==> config.mk <==
export PLATFORM = sky130hd
export DESIGN_NAME = sem_isqrt
export DESIGN_NICKNAME = d
export VERILOG_FILES = /design/src/rtl/sobel_edge_magnitude_macros.svh /design/src/rtl/sem_pkg.sv /design/src/rtl/sem_isqrt.sv
export SDC_FILE = /design/constraint.sdc
export NUM_CORES = 1
export LEC_CHECK = 0
export ABC_AREA = 0
export BUFFER_PORTS_ARGS = -buffer_cell sky130_fd_sc_hd__buf_2
export CAP_MARGIN = 20
export CORE_AREA = 10 10 91 93
export DETAILED_ROUTE_END_ITERATION = 16
export DIE_AREA = 0 0 101 103
export GPL_ROUTABILITY_DRIVEN = 0
export PLACE_DENSITY_LB_ADDON = 0.3
export SYNTH_ARGS = -nofsm -noshare
export SYNTH_HDL_FRONTEND = slang
export SYNTH_SLANG_ARGS = --single-unit
==> constraint.sdc <==
create_clock -name clk -period 12.5 [get_ports clk]
set_input_delay 0.625 -clock clk [delete_from_list [all_inputs] [get_ports clk]]
set_output_delay 0.625 -clock clk [all_outputs]
set_load 0.03 [all_outputs]
==> src/rtl/sobel_edge_magnitude_macros.svh <==
// assertion helpers for the sobel edge magnitude module
`ifndef SOBEL_EDGE_MAGNITUDE_MACROS_SVH
`define SOBEL_EDGE_MAGNITUDE_MACROS_SVH

// condition and consequence in the same cycle
`define SEM_ASSERT_NOW(label, clk, rst, pre, post) \
  label: assert property (@(posedge clk) disable iff (rst) (pre) |-> (post)) \
    else $error("sobel edge magnitude check failed");

// consequence in the cycle after the condition
`define SEM_ASSERT_NEXT(label, clk, rst, pre, post) \
  label: assert property (@(posedge clk) disable iff (rst) (pre) |=> (post)) \
    else $error("sobel edge magnitude check failed");

`endif

==> src/rtl/sem_pkg.sv <==
`default_nettype none
package sem_pkg;

  localparam int PIX_W      = 8;
  localparam int MAX_LINE   = 1024;
  localparam int COL_W      = $clog2(MAX_LINE);
  localparam int LEN_W      = 11;
  localparam int CNT_W      = 16;
  localparam int CFG_IDX_W  = 2;
  localparam int CFG_DATA_W = 16;
  localparam int GRAD_W     = 12;
  localparam int SQ_W       = 20;
  localparam int SUM_W      = SQ_W + 1;
  localparam int RAD_W      = 16;
  localparam int ROOT_W     = 8;

  // register indexes
  localparam logic [CFG_IDX_W-1:0] REG_LINE_LENGTH = 2'd0;
  localparam logic [CFG_IDX_W-1:0] REG_LINE_COUNT  = 2'd1;

  localparam logic [LEN_W-1:0] LINE_LENGTH_RESET = 11'd640;
  localparam logic [CNT_W-1:0] LINE_COUNT_RESET  = 16'd480;
  localparam logic [LEN_W-1:0] MIN_LENGTH        = 11'd3;
  localparam logic [CNT_W-1:0] MIN_COUNT         = 16'd3;
  localparam logic [PIX_W-1:0] MAG_MAX           = 8'd255;

  typedef logic [PIX_W-1:0] pix_t;
  typedef logic [0:8][PIX_W-1:0] win_t;
  typedef logic [0:8][2:0] kern_t;

  // square root unit status
  typedef struct packed {
    logic busy;
    logic done;
  } root_status_t;

  // sobel kernels, row major, column 0 is the oldest
  localparam kern_t KERN_X = '{-3'sd1, 3'sd0, 3'sd1, -3'sd2, 3'sd0, 3'sd2,
                               -3'sd1, 3'sd0, 3'sd1};
  localparam kern_t KERN_Y = '{-3'sd1, -3'sd2, -3'sd1, 3'sd0, 3'sd0, 3'sd0,
                               3'sd1, 3'sd2, 3'sd1};

  // 3x3 weighted sum of a window
  function automatic logic signed [GRAD_W-1:0] sem_conv(input win_t w, input kern_t k);
    logic signed [GRAD_W-1:0] acc;
    acc = '0;
    for (int i = 0; i < 9; i++) begin
      acc = acc + $signed({{(GRAD_W-PIX_W){1'b0}}, w[i]}) * GRAD_W'($signed(k[i]));
    end
    return acc;
  endfunction

endpackage
`default_nettype wire

==> src/rtl/sem_isqrt.sv <==
`default_nettype none
module sem_isqrt
  import sem_pkg::*;
(
  input  wire logic              clk,
  input  wire logic              rst,
  input  wire logic              start,
  input  wire logic [RAD_W-1:0]  value,
  output logic      [ROOT_W-1:0] root,
  output root_status_t           status
);

  logic [RAD_W-1:0]  radicand;
  logic [ROOT_W-1:0] trial_bit;
  logic [ROOT_W-1:0] trial;
  logic [RAD_W-1:0]  trial_sq;

  // one result bit per cycle, msb first
  assign trial    = root | trial_bit;
  assign trial_sq = trial * trial;

  always_ff @(posedge clk) begin
    if (rst) begin
      status    <= '0;
      trial_bit <= '0;
    end else begin
      status.done <= status.busy & trial_bit[0];
      if (start) begin
        status.busy <= 1'b1;
        trial_bit   <= {1'b1, {(ROOT_W-1){1'b0}}};
      end else if (status.busy) begin
        status.busy <= ~trial_bit[0];
        trial_bit   <= trial_bit >> 1;
      end
    end
  end

  // datapath
  always_ff @(posedge clk) begin
    if (start) begin
      radicand <= value;
      root     <= '0;
    end else if (status.busy && trial_sq <= radicand) begin
      root <= trial;
    end
  end

endmodule
`default_nettype wire

## After elaboration in Yosys (flattened, before gate mapping)

Index checks and enable logic that the tools add are counted.

| cells by class | value |
|---|---|
| reduce and logical (&&, ||, !) cells | 3 |
| bitwise gates (word level) | 3 |
| $lt $le $gt $ge | 1 |
| mux-type cells | 4 |
| $mul | 1 |

Operator list:

| cell | count |
|---|---|
| $le 16x16->1 | 1 |
| $mul 8x8->16 | 1 |
| $mux 8 | 2 |
| $or 8x8->8 | 1 |
| $mux 1 | 2 |
| $reduce_bool 2->1 | 1 |
| $reduce_or 2->1 | 1 |
| $and 1x1->1 | 1 |
| $logic_and 1x1->1 | 1 |
| $not 1->1 | 1 |

| word-level totals | value |
|---|---|
| word-level logic and storage cells | 18 |
| bits of input ports | 19 |
| register bits | 34 |

## Longest topological paths before layout

Gate-level depths: netlist (run 1).

| depth | value |
|---|---|
| depth in word-level cells | 4 |
| mapped depth | 22 |
| gate-level depth less buffers | 22 |

## Least setup slack after synthesis (run 1)

Ideal clock, no wire load.

| timing path | value |
|---|---|
| path kind | reg-to-reg |
| start point | register root[5] |
| end point | register root[0] |
| path buffers | 0 |
| setup time | 0.136 ns |
| arrival | 5.412 ns |
| stages on the path, launching flop included | 21 |
| slack | 6.952 ns |
| cell sequence | dfxtp_1 -> nor2_1 -> inv_1 -> nand2_1 -> inv_1 -> fa_1 -> fa_1 -> inv_1 -> fa_1 -> fa_1 -> inv_1 -> ha_1 -> or2_1 -> o32ai_1 -> o31ai_1 -> xor2_1 -> ha_1 -> and4_1 -> nand4_4 -> a31oi_1 -> o21ai_1 |

| on the way | value |
|---|---|
| word-level cells in the longest chain between the ends | 4 |

RTL lines:

| item | line | text |
|---|---|---|
| from (decl) | sem_isqrt.sv:9 | `output logic [ROOT_W-1:0] root,` |
| from (signal assigned) | sem_isqrt.sv:44 | `root <= trial;` |
| $or 8x8->8 | sem_isqrt.sv:19 | `assign trial = root \| trial_bit;` |
| named net trial[5] | sem_isqrt.sv:15 | `logic [ROOT_W-1:0] trial;` |
| $mul 8x8->16 | sem_isqrt.sv:20 | `assign trial_sq = trial * trial;` |
| $le 16x16->1 | sem_isqrt.sv:43 | `end else if (status.busy && trial_sq <= radicand) begin` |
| $logic_and 1x1->1 | sem_isqrt.sv:43 |  |

The timed path passes the listed nets, and every way through them passes these cells.
A chain may end at the register's enable or synchronous reset.

## Worst setup path in the final report (run 1)

| timing path | value |
|---|---|
| start point | register trial_bit[5] |
| end point | register root[6] |

| on the way | value |
|---|---|
| word-level cells in the longest chain between the ends | 4 |

RTL lines:

| item | line | text |
|---|---|---|
| from (decl) | sem_isqrt.sv:14 | `logic [ROOT_W-1:0] trial_bit;` |
| from (signal assigned) | sem_isqrt.sv:30 | `trial_bit <= {1'b1, {(ROOT_W-1){1'b0}}};` |
| from (signal assigned) | sem_isqrt.sv:33 | `trial_bit <= trial_bit >> 1;` |
| $or 8x8->8 | sem_isqrt.sv:19 |  |
| named net trial[5] | sem_isqrt.sv:15 |  |
| $mul 8x8->16 | sem_isqrt.sv:20 |  |
| $le 16x16->1 | sem_isqrt.sv:43 |  |
| $logic_and 1x1->1 | sem_isqrt.sv:43 |  |

The timed path passes the listed nets, and every way through them passes these cells.

==> impl_metrics.toml, run 1 <==
[timing]
fin_ws_ps = 6240
final-setup-viol-count = 0
finalHoldViolCount = 0
slew_viol_final = 0
period_needed_ps = 6260
final.setup_skew_ps = 2.21
fmax_mhz = 160
holdWs_ps = 514
maxSlewHeadroom_pct = 44.8
tightestPinTransition_ps = 824
setup_tns_ps = 0
rsz0062_at_grt = "no"
finalCritPeriodShare_pct = 50.1

[synth]
yosysTopAreaCell = "ha_1"
synth_top_area_share_pct = 16.6
yosysWarnings = 0
syn_inst = 343
syn_area_per_cell_um2 = 9.21
ys_seq_area_share_pct = 26.6
synth_area_um2 = 3160
async_flop_share_pct = 0
synth_edf_count = 16
netlist-cell-type-count = 45
syn_nets = 429
synth-seq-cells = 34
synth.area.top_cells = "ha_1, fa_1, edfxtp_1, dfxtp_1, inv_1"
synth-main-ff-cell = "dfxtp_1"

[status]
status = "finished, final reports clean"

[route]
routed_via_density = 5.26
ant_nets = 0
first_pass_iters = 4
wl_per_cell_um = 13.8
routed_wirelength_mm = 6.24
vias = 2386
drc = 0
drt_iter0_drc = 75

[critical_path]
crit_fanout = 8
r2r_setup_slack_ps = 6240
reg2reg_from = "trial_bit[5]"
end_kind = "flop"
crit_required_ps = 12640
critPathLaunchType = "flop"
r2r_end = "root[6]"
reg2regPathDepth = 20
criticalPathCategory = "reg -> reg"
cp_data_arrival_time_ps = 6400

[pwr]
vdd_drop_max_v = 0.0000789
p_leak_uw = 0.00172
power_density_nw_per_um2 = 64.4
total_power_uw = 222

[floorplanning]
io_pins = 29
fp.dieH_um = 103
die-area_um2 = 10400
core_area_um2 = 6570
start_util_pct = 48.1
fp.dieW_um = 101
row_count = 30

[final_layout]
final_cell_mix = "inv_1, nor2_1, ha_1, buf_2, fa_1"
multi_input_area_um2 = 2060
diodes = 0
n_fill_cell = 614
ff_latch_area_um2 = 841
fin_area_um2 = 3450
final_layout_size_suffix_gt1_share_pct = 10.4
synthToLayoutAreaGrowth_pct = 9.31
mostFrequentLayoutCell = "inv_1"
fin_nets = 459

[placement]
io_buffers = 28
dp_slack_ps = 6310
dp_hpwl_mm = 5.24
postPlaceCellArea_um2 = 3370

[cts]
numCtsBuffers = 5
cts_setup_buffers = 0
ctsResizeCount = 0
clk_latency_ps = 280
hold_buffers = 0
cts.clk_slew.worst_paths_ps = 70
root_buffer = "clkbuf_8"
cts_buffer_depth = 2
cts_tree = "done"
cts_sinks = 34
htreeDepth = 2

[global_routing]
grt_overflow = 0
antenna_found_initial = 0
grt_first_pass_wirelength_mm = 11.0
grt_pass1_vias = 2424
grt_usage_pct = 12.9
grt_max_degree = 30

[worst_hold_path]
hold_depth = 1
worstHoldStart = "value[14]"
min_path_type = "in -> reg"
hold_path_end = "radicand[14]"

[run]
drv_cap = 0
## worst max-delay path by stage
stage,from,endpoint,cells past startpoint
global placement,trial_bit[5],root[2],20
floorplan,root[5],root[0],20
detailed placement,trial_bit[5],root[3],20
finish,trial_bit[5],root[6],20
CTS,trial_bit[5],root[3],20
global route,trial_bit[5],root[4],21
## stage by stage
| stage | utilization (%) | cells |
|---|---|---|
| final | 52.6 | 454 |
| after CTS | 52.6 | 454 |
| after global routing | 52.6 | 454 |
| after floorplan | - | 343 |
| after global placement | 51.4 | 446 |
| after detailed placement | 51.4 | 446 |
## kinds of logic after synthesis
| group | synth area share (%) |
|---|---|
| AO/OA/AOI/OAI | 11.0 |
| XOR/XNOR | 4.16 |
| adder cells (fa/ha/maj) | 32.5 |
| buffers and inverters | 8.24 |
| flip-flops | 26.6 |
| multiplexers | 2.22 |
| other | 0.238 |
| AND/OR/NAND/NOR | 15.0 |
## power breakdown
| group | total (µW) | switching, µW | leakage (µW) | internal, µW |
|---|---|---|---|---|
| Clock | 76.5 | 37.0 | 0.0000395 | 39.5 |
| Sequential | 125 | 3.30 | 0.000302 | 122 |
| Combinational | 20.4 | 11.9 | 0.00138 | 8.55 |
## flip-flops by register name, summed over array words and instances (netlist names)
register and cells:
status 2, root 8, trial_bit 8, radicand 16
## layer usage
layer | up-vias | GRT usage [%] | routed length, µm
met5 | - | 0 | 0
met1 | 1146 | 15.9 | 2890
met3 | 9 | 2.21 | 128
li1 | 1202 | - | -
met2 | 29 | 22.1 | 3130
met4 | 0 | 4.50 | 99
## cell usage after synthesis (all sizes together) (4+ instances only)
library cell / n
nand2: 12
inv: 61
nand3: 12
o22ai: 4
nor2b: 10
a21oi: 18
clkbuf: 4
nor2: 45
fa: 25
mux2i: 7
dfxtp: 18
edfxtp: 16
xnor2: 12
ha: 42
o21ai: 17
## critical path, cell delays in order, from the launching register on
cell and delay [ps]:
dfxtp_1 350, nor2_1 420, inv_1 250, nand2_1 160, inv_1 60, fa_1 460, fa_1 540, inv_1 50
fa_1 500, fa_1 540, inv_1 40, ha_1 210, or2_1 270, o32ai_1 460, o31ai_1 180, xor2_1 170
ha_1 290, and4_1 240, nand4_4 130, a31oi_1 630, o21ai_1 150
## area by class of cell
cell class              instances  share of cell area, %
multi-input cells             243                   59.6
flip-flops and latches         34                   24.3
inverters                      61                   6.78
repair buffers                 28                   4.06
well taps                      80                   2.90
clock buffers                   8                   2.32
No activity file was read; power rests on OpenSTA's default activity.
==> inputs of run 2 (changes only) <==
Clock period 12.5 ns to 5.9 ns, I/O delays scaled along.
==> run 2 against run 1 <==
  * Hold slack worse by 320 ps
  * Clock skew is 6.6 ps higher
  * Largest power group unchanged
  * Die area stayed put
  * Setup slack worse by 5800 ps
  * Via count is 1.6% higher
  * First-iteration DRC count is 29% higher
==> impl_metrics.toml, run 2 (synthesis gave the netlist of run 1 again) <==
[cts]
cts_buffer_depth = 2
root_buffer = "clkbuf_8"
htreeDepth = 2
cts_tree = "done"
clk_latency_ps = 280
cts.clk_slew.worst_paths_ps = 70
cts_sinks = 34
numCtsBuffers = 5

[timing]
setup_tns_ps = 0
maxSlewHeadroom_pct = 60.9
period_needed_ps = 5510
slew_viol_final = 0
fin_ws_ps = 392
fmax_mhz = 182
tightestPinTransition_ps = 581
final-setup-viol-count = 0
finalCritPeriodShare_pct = 93.3
finalHoldViolCount = 0
rsz0062_at_grt = "no"
final.setup_skew_ps = 8.78

[route]
drt_iter0_drc = 97
ant_nets = 0
wl_per_cell_um = 14.3
vias = 2424
routed_wirelength_mm = 6.65
first_pass_iters = 4
routed_via_density = 5.22
drc = 0

[final_layout]
synthToLayoutAreaGrowth_pct = 12.3
fin_nets = 469
top_register = "radicand"
final_cell_mix = "inv_1, nor2_1, ha_1, buf_2, fa_1"
mostFrequentLayoutCell = "inv_1"
largest_reg_flops = 16
final_layout_size_suffix_gt1_share_pct = 13.5
diodes = 0
largest_registers = "radicand: 16 flops, root: 8 flops, trial_bit: 8 flops"

[floorplanning]
row_count = 30
fp.dieH_um = 103
start_util_pct = 48.1
io_pins = 29
die-area_um2 = 10400
fp.dieW_um = 101
core_area_um2 = 6570

[global_routing]
grt_max_degree = 30
antenna_found_initial = 0
met3_usage_pct = 2.01
grt_pass1_vias = 2513
busiest_layer = "met2"
grt_overflow = 0
grtUsageMet2_pct = 23.4
grt_usage_pct = 13.5
grtUsageMet1_pct = 16.5
grt_first_pass_wirelength_mm = 11.4

[critical_path]
end_kind = "flop"
setup.worst_path.start = "root[7]"
critPathLaunchType = "flop"
cp_data_arrival_time_ps = 5720
crit_fanout = 8
crit_required_ps = 6120
criticalPathCategory = "reg -> reg"
reg2reg_from = "root[7]"

[placement]
dp_slack_ps = 173
io_buffers = 28
dp_hpwl_mm = 5.44

[pwr]
vdd_drop_max_v = 0.000145
p_leak_uw = 0.00178
power_density_nw_per_um2 = 136

[run]
drv_cap = 0

[worst_hold_path]
min_path_type = "in -> reg"
worstHoldStart = "value[12]"

[status]
status = "finished, final reports clean"
-- run 2: worst paths after layout --
| check | end | slack, ps | depth (start not counted) |
|---|---|---|---|
| worst max-delay path | root[3] | 390 | 19 |
| worst min-delay path | radicand[12] | 190 | 1 |
| worst max register to register | root[3] | 390 | 19 |
| worst min register to register | root[5] | 520 | 2 |
-- run 2: layout make-up --
cell class / instances / area (µm²)
tap: 80 / 100
sequential: 34 / 841
multi-input combinational: 243 / 2070
fill: 586 / 3020
clock buffer: 7 / 86.3
clock inverter: 1 / 5.00
timing repair buffer: 38 / 215
inverter: 61 / 234
-- run 2: where the power goes --
group          switching, µW  internal, µW  total [µW]  leakage [µW]
clock network           77.2          94.0         171     0.0000482
registers               7.02           258         265      0.000302
logic                   26.7          19.6        46.3       0.00143
-- run 2: worst max-delay path, cell delays in order (launching register included) --
cell,delay [ps]
dfxtp_1,370
nor2_1,290
nor2_1,140
fa_1,520
fa_1,540
inv_1,60
fa_1,500
fa_1,550
inv_1,50
ha_1,350
o2111ai_1,160
nand2_1,110
o31ai_1,330
xnor2_1,190
ha_1,270
and2_1,200
a221o_1,320
nand2_1,250
nand3_1,130
o21ai_1,130
-- run 2: per-layer routing --
metal | vias up | wire length (µm)
li1 | 1225 | -
met1 | 1151 | 2940
met2 | 43 | 3430
met3 | 5 | 206
met4 | 0 | 68
met5 | - | 0
-- run 2: repair_timing --
| item | 4_1_cts | 5_1_grt |
|---|---|---|
| hold buffers | 0 | 0 |
| setup endpoints to repair | 0 | 8 |
| buffers inserted | 0 | 1 |
| resized for setup | 0 | 1 |
-- run 2: through the flow --
stage	hold WS (ps)	instance area, µm²	instances	util [%]	total power (µW)
floorplan	366	3160	343	-	299
global placement	472	3440	455	52.4	315
detailed placement	473	3440	455	52.4	317
CTS	179	3530	463	53.8	491
global route	165	3550	464	54.0	509
finish	192	3550	464	54.0	483
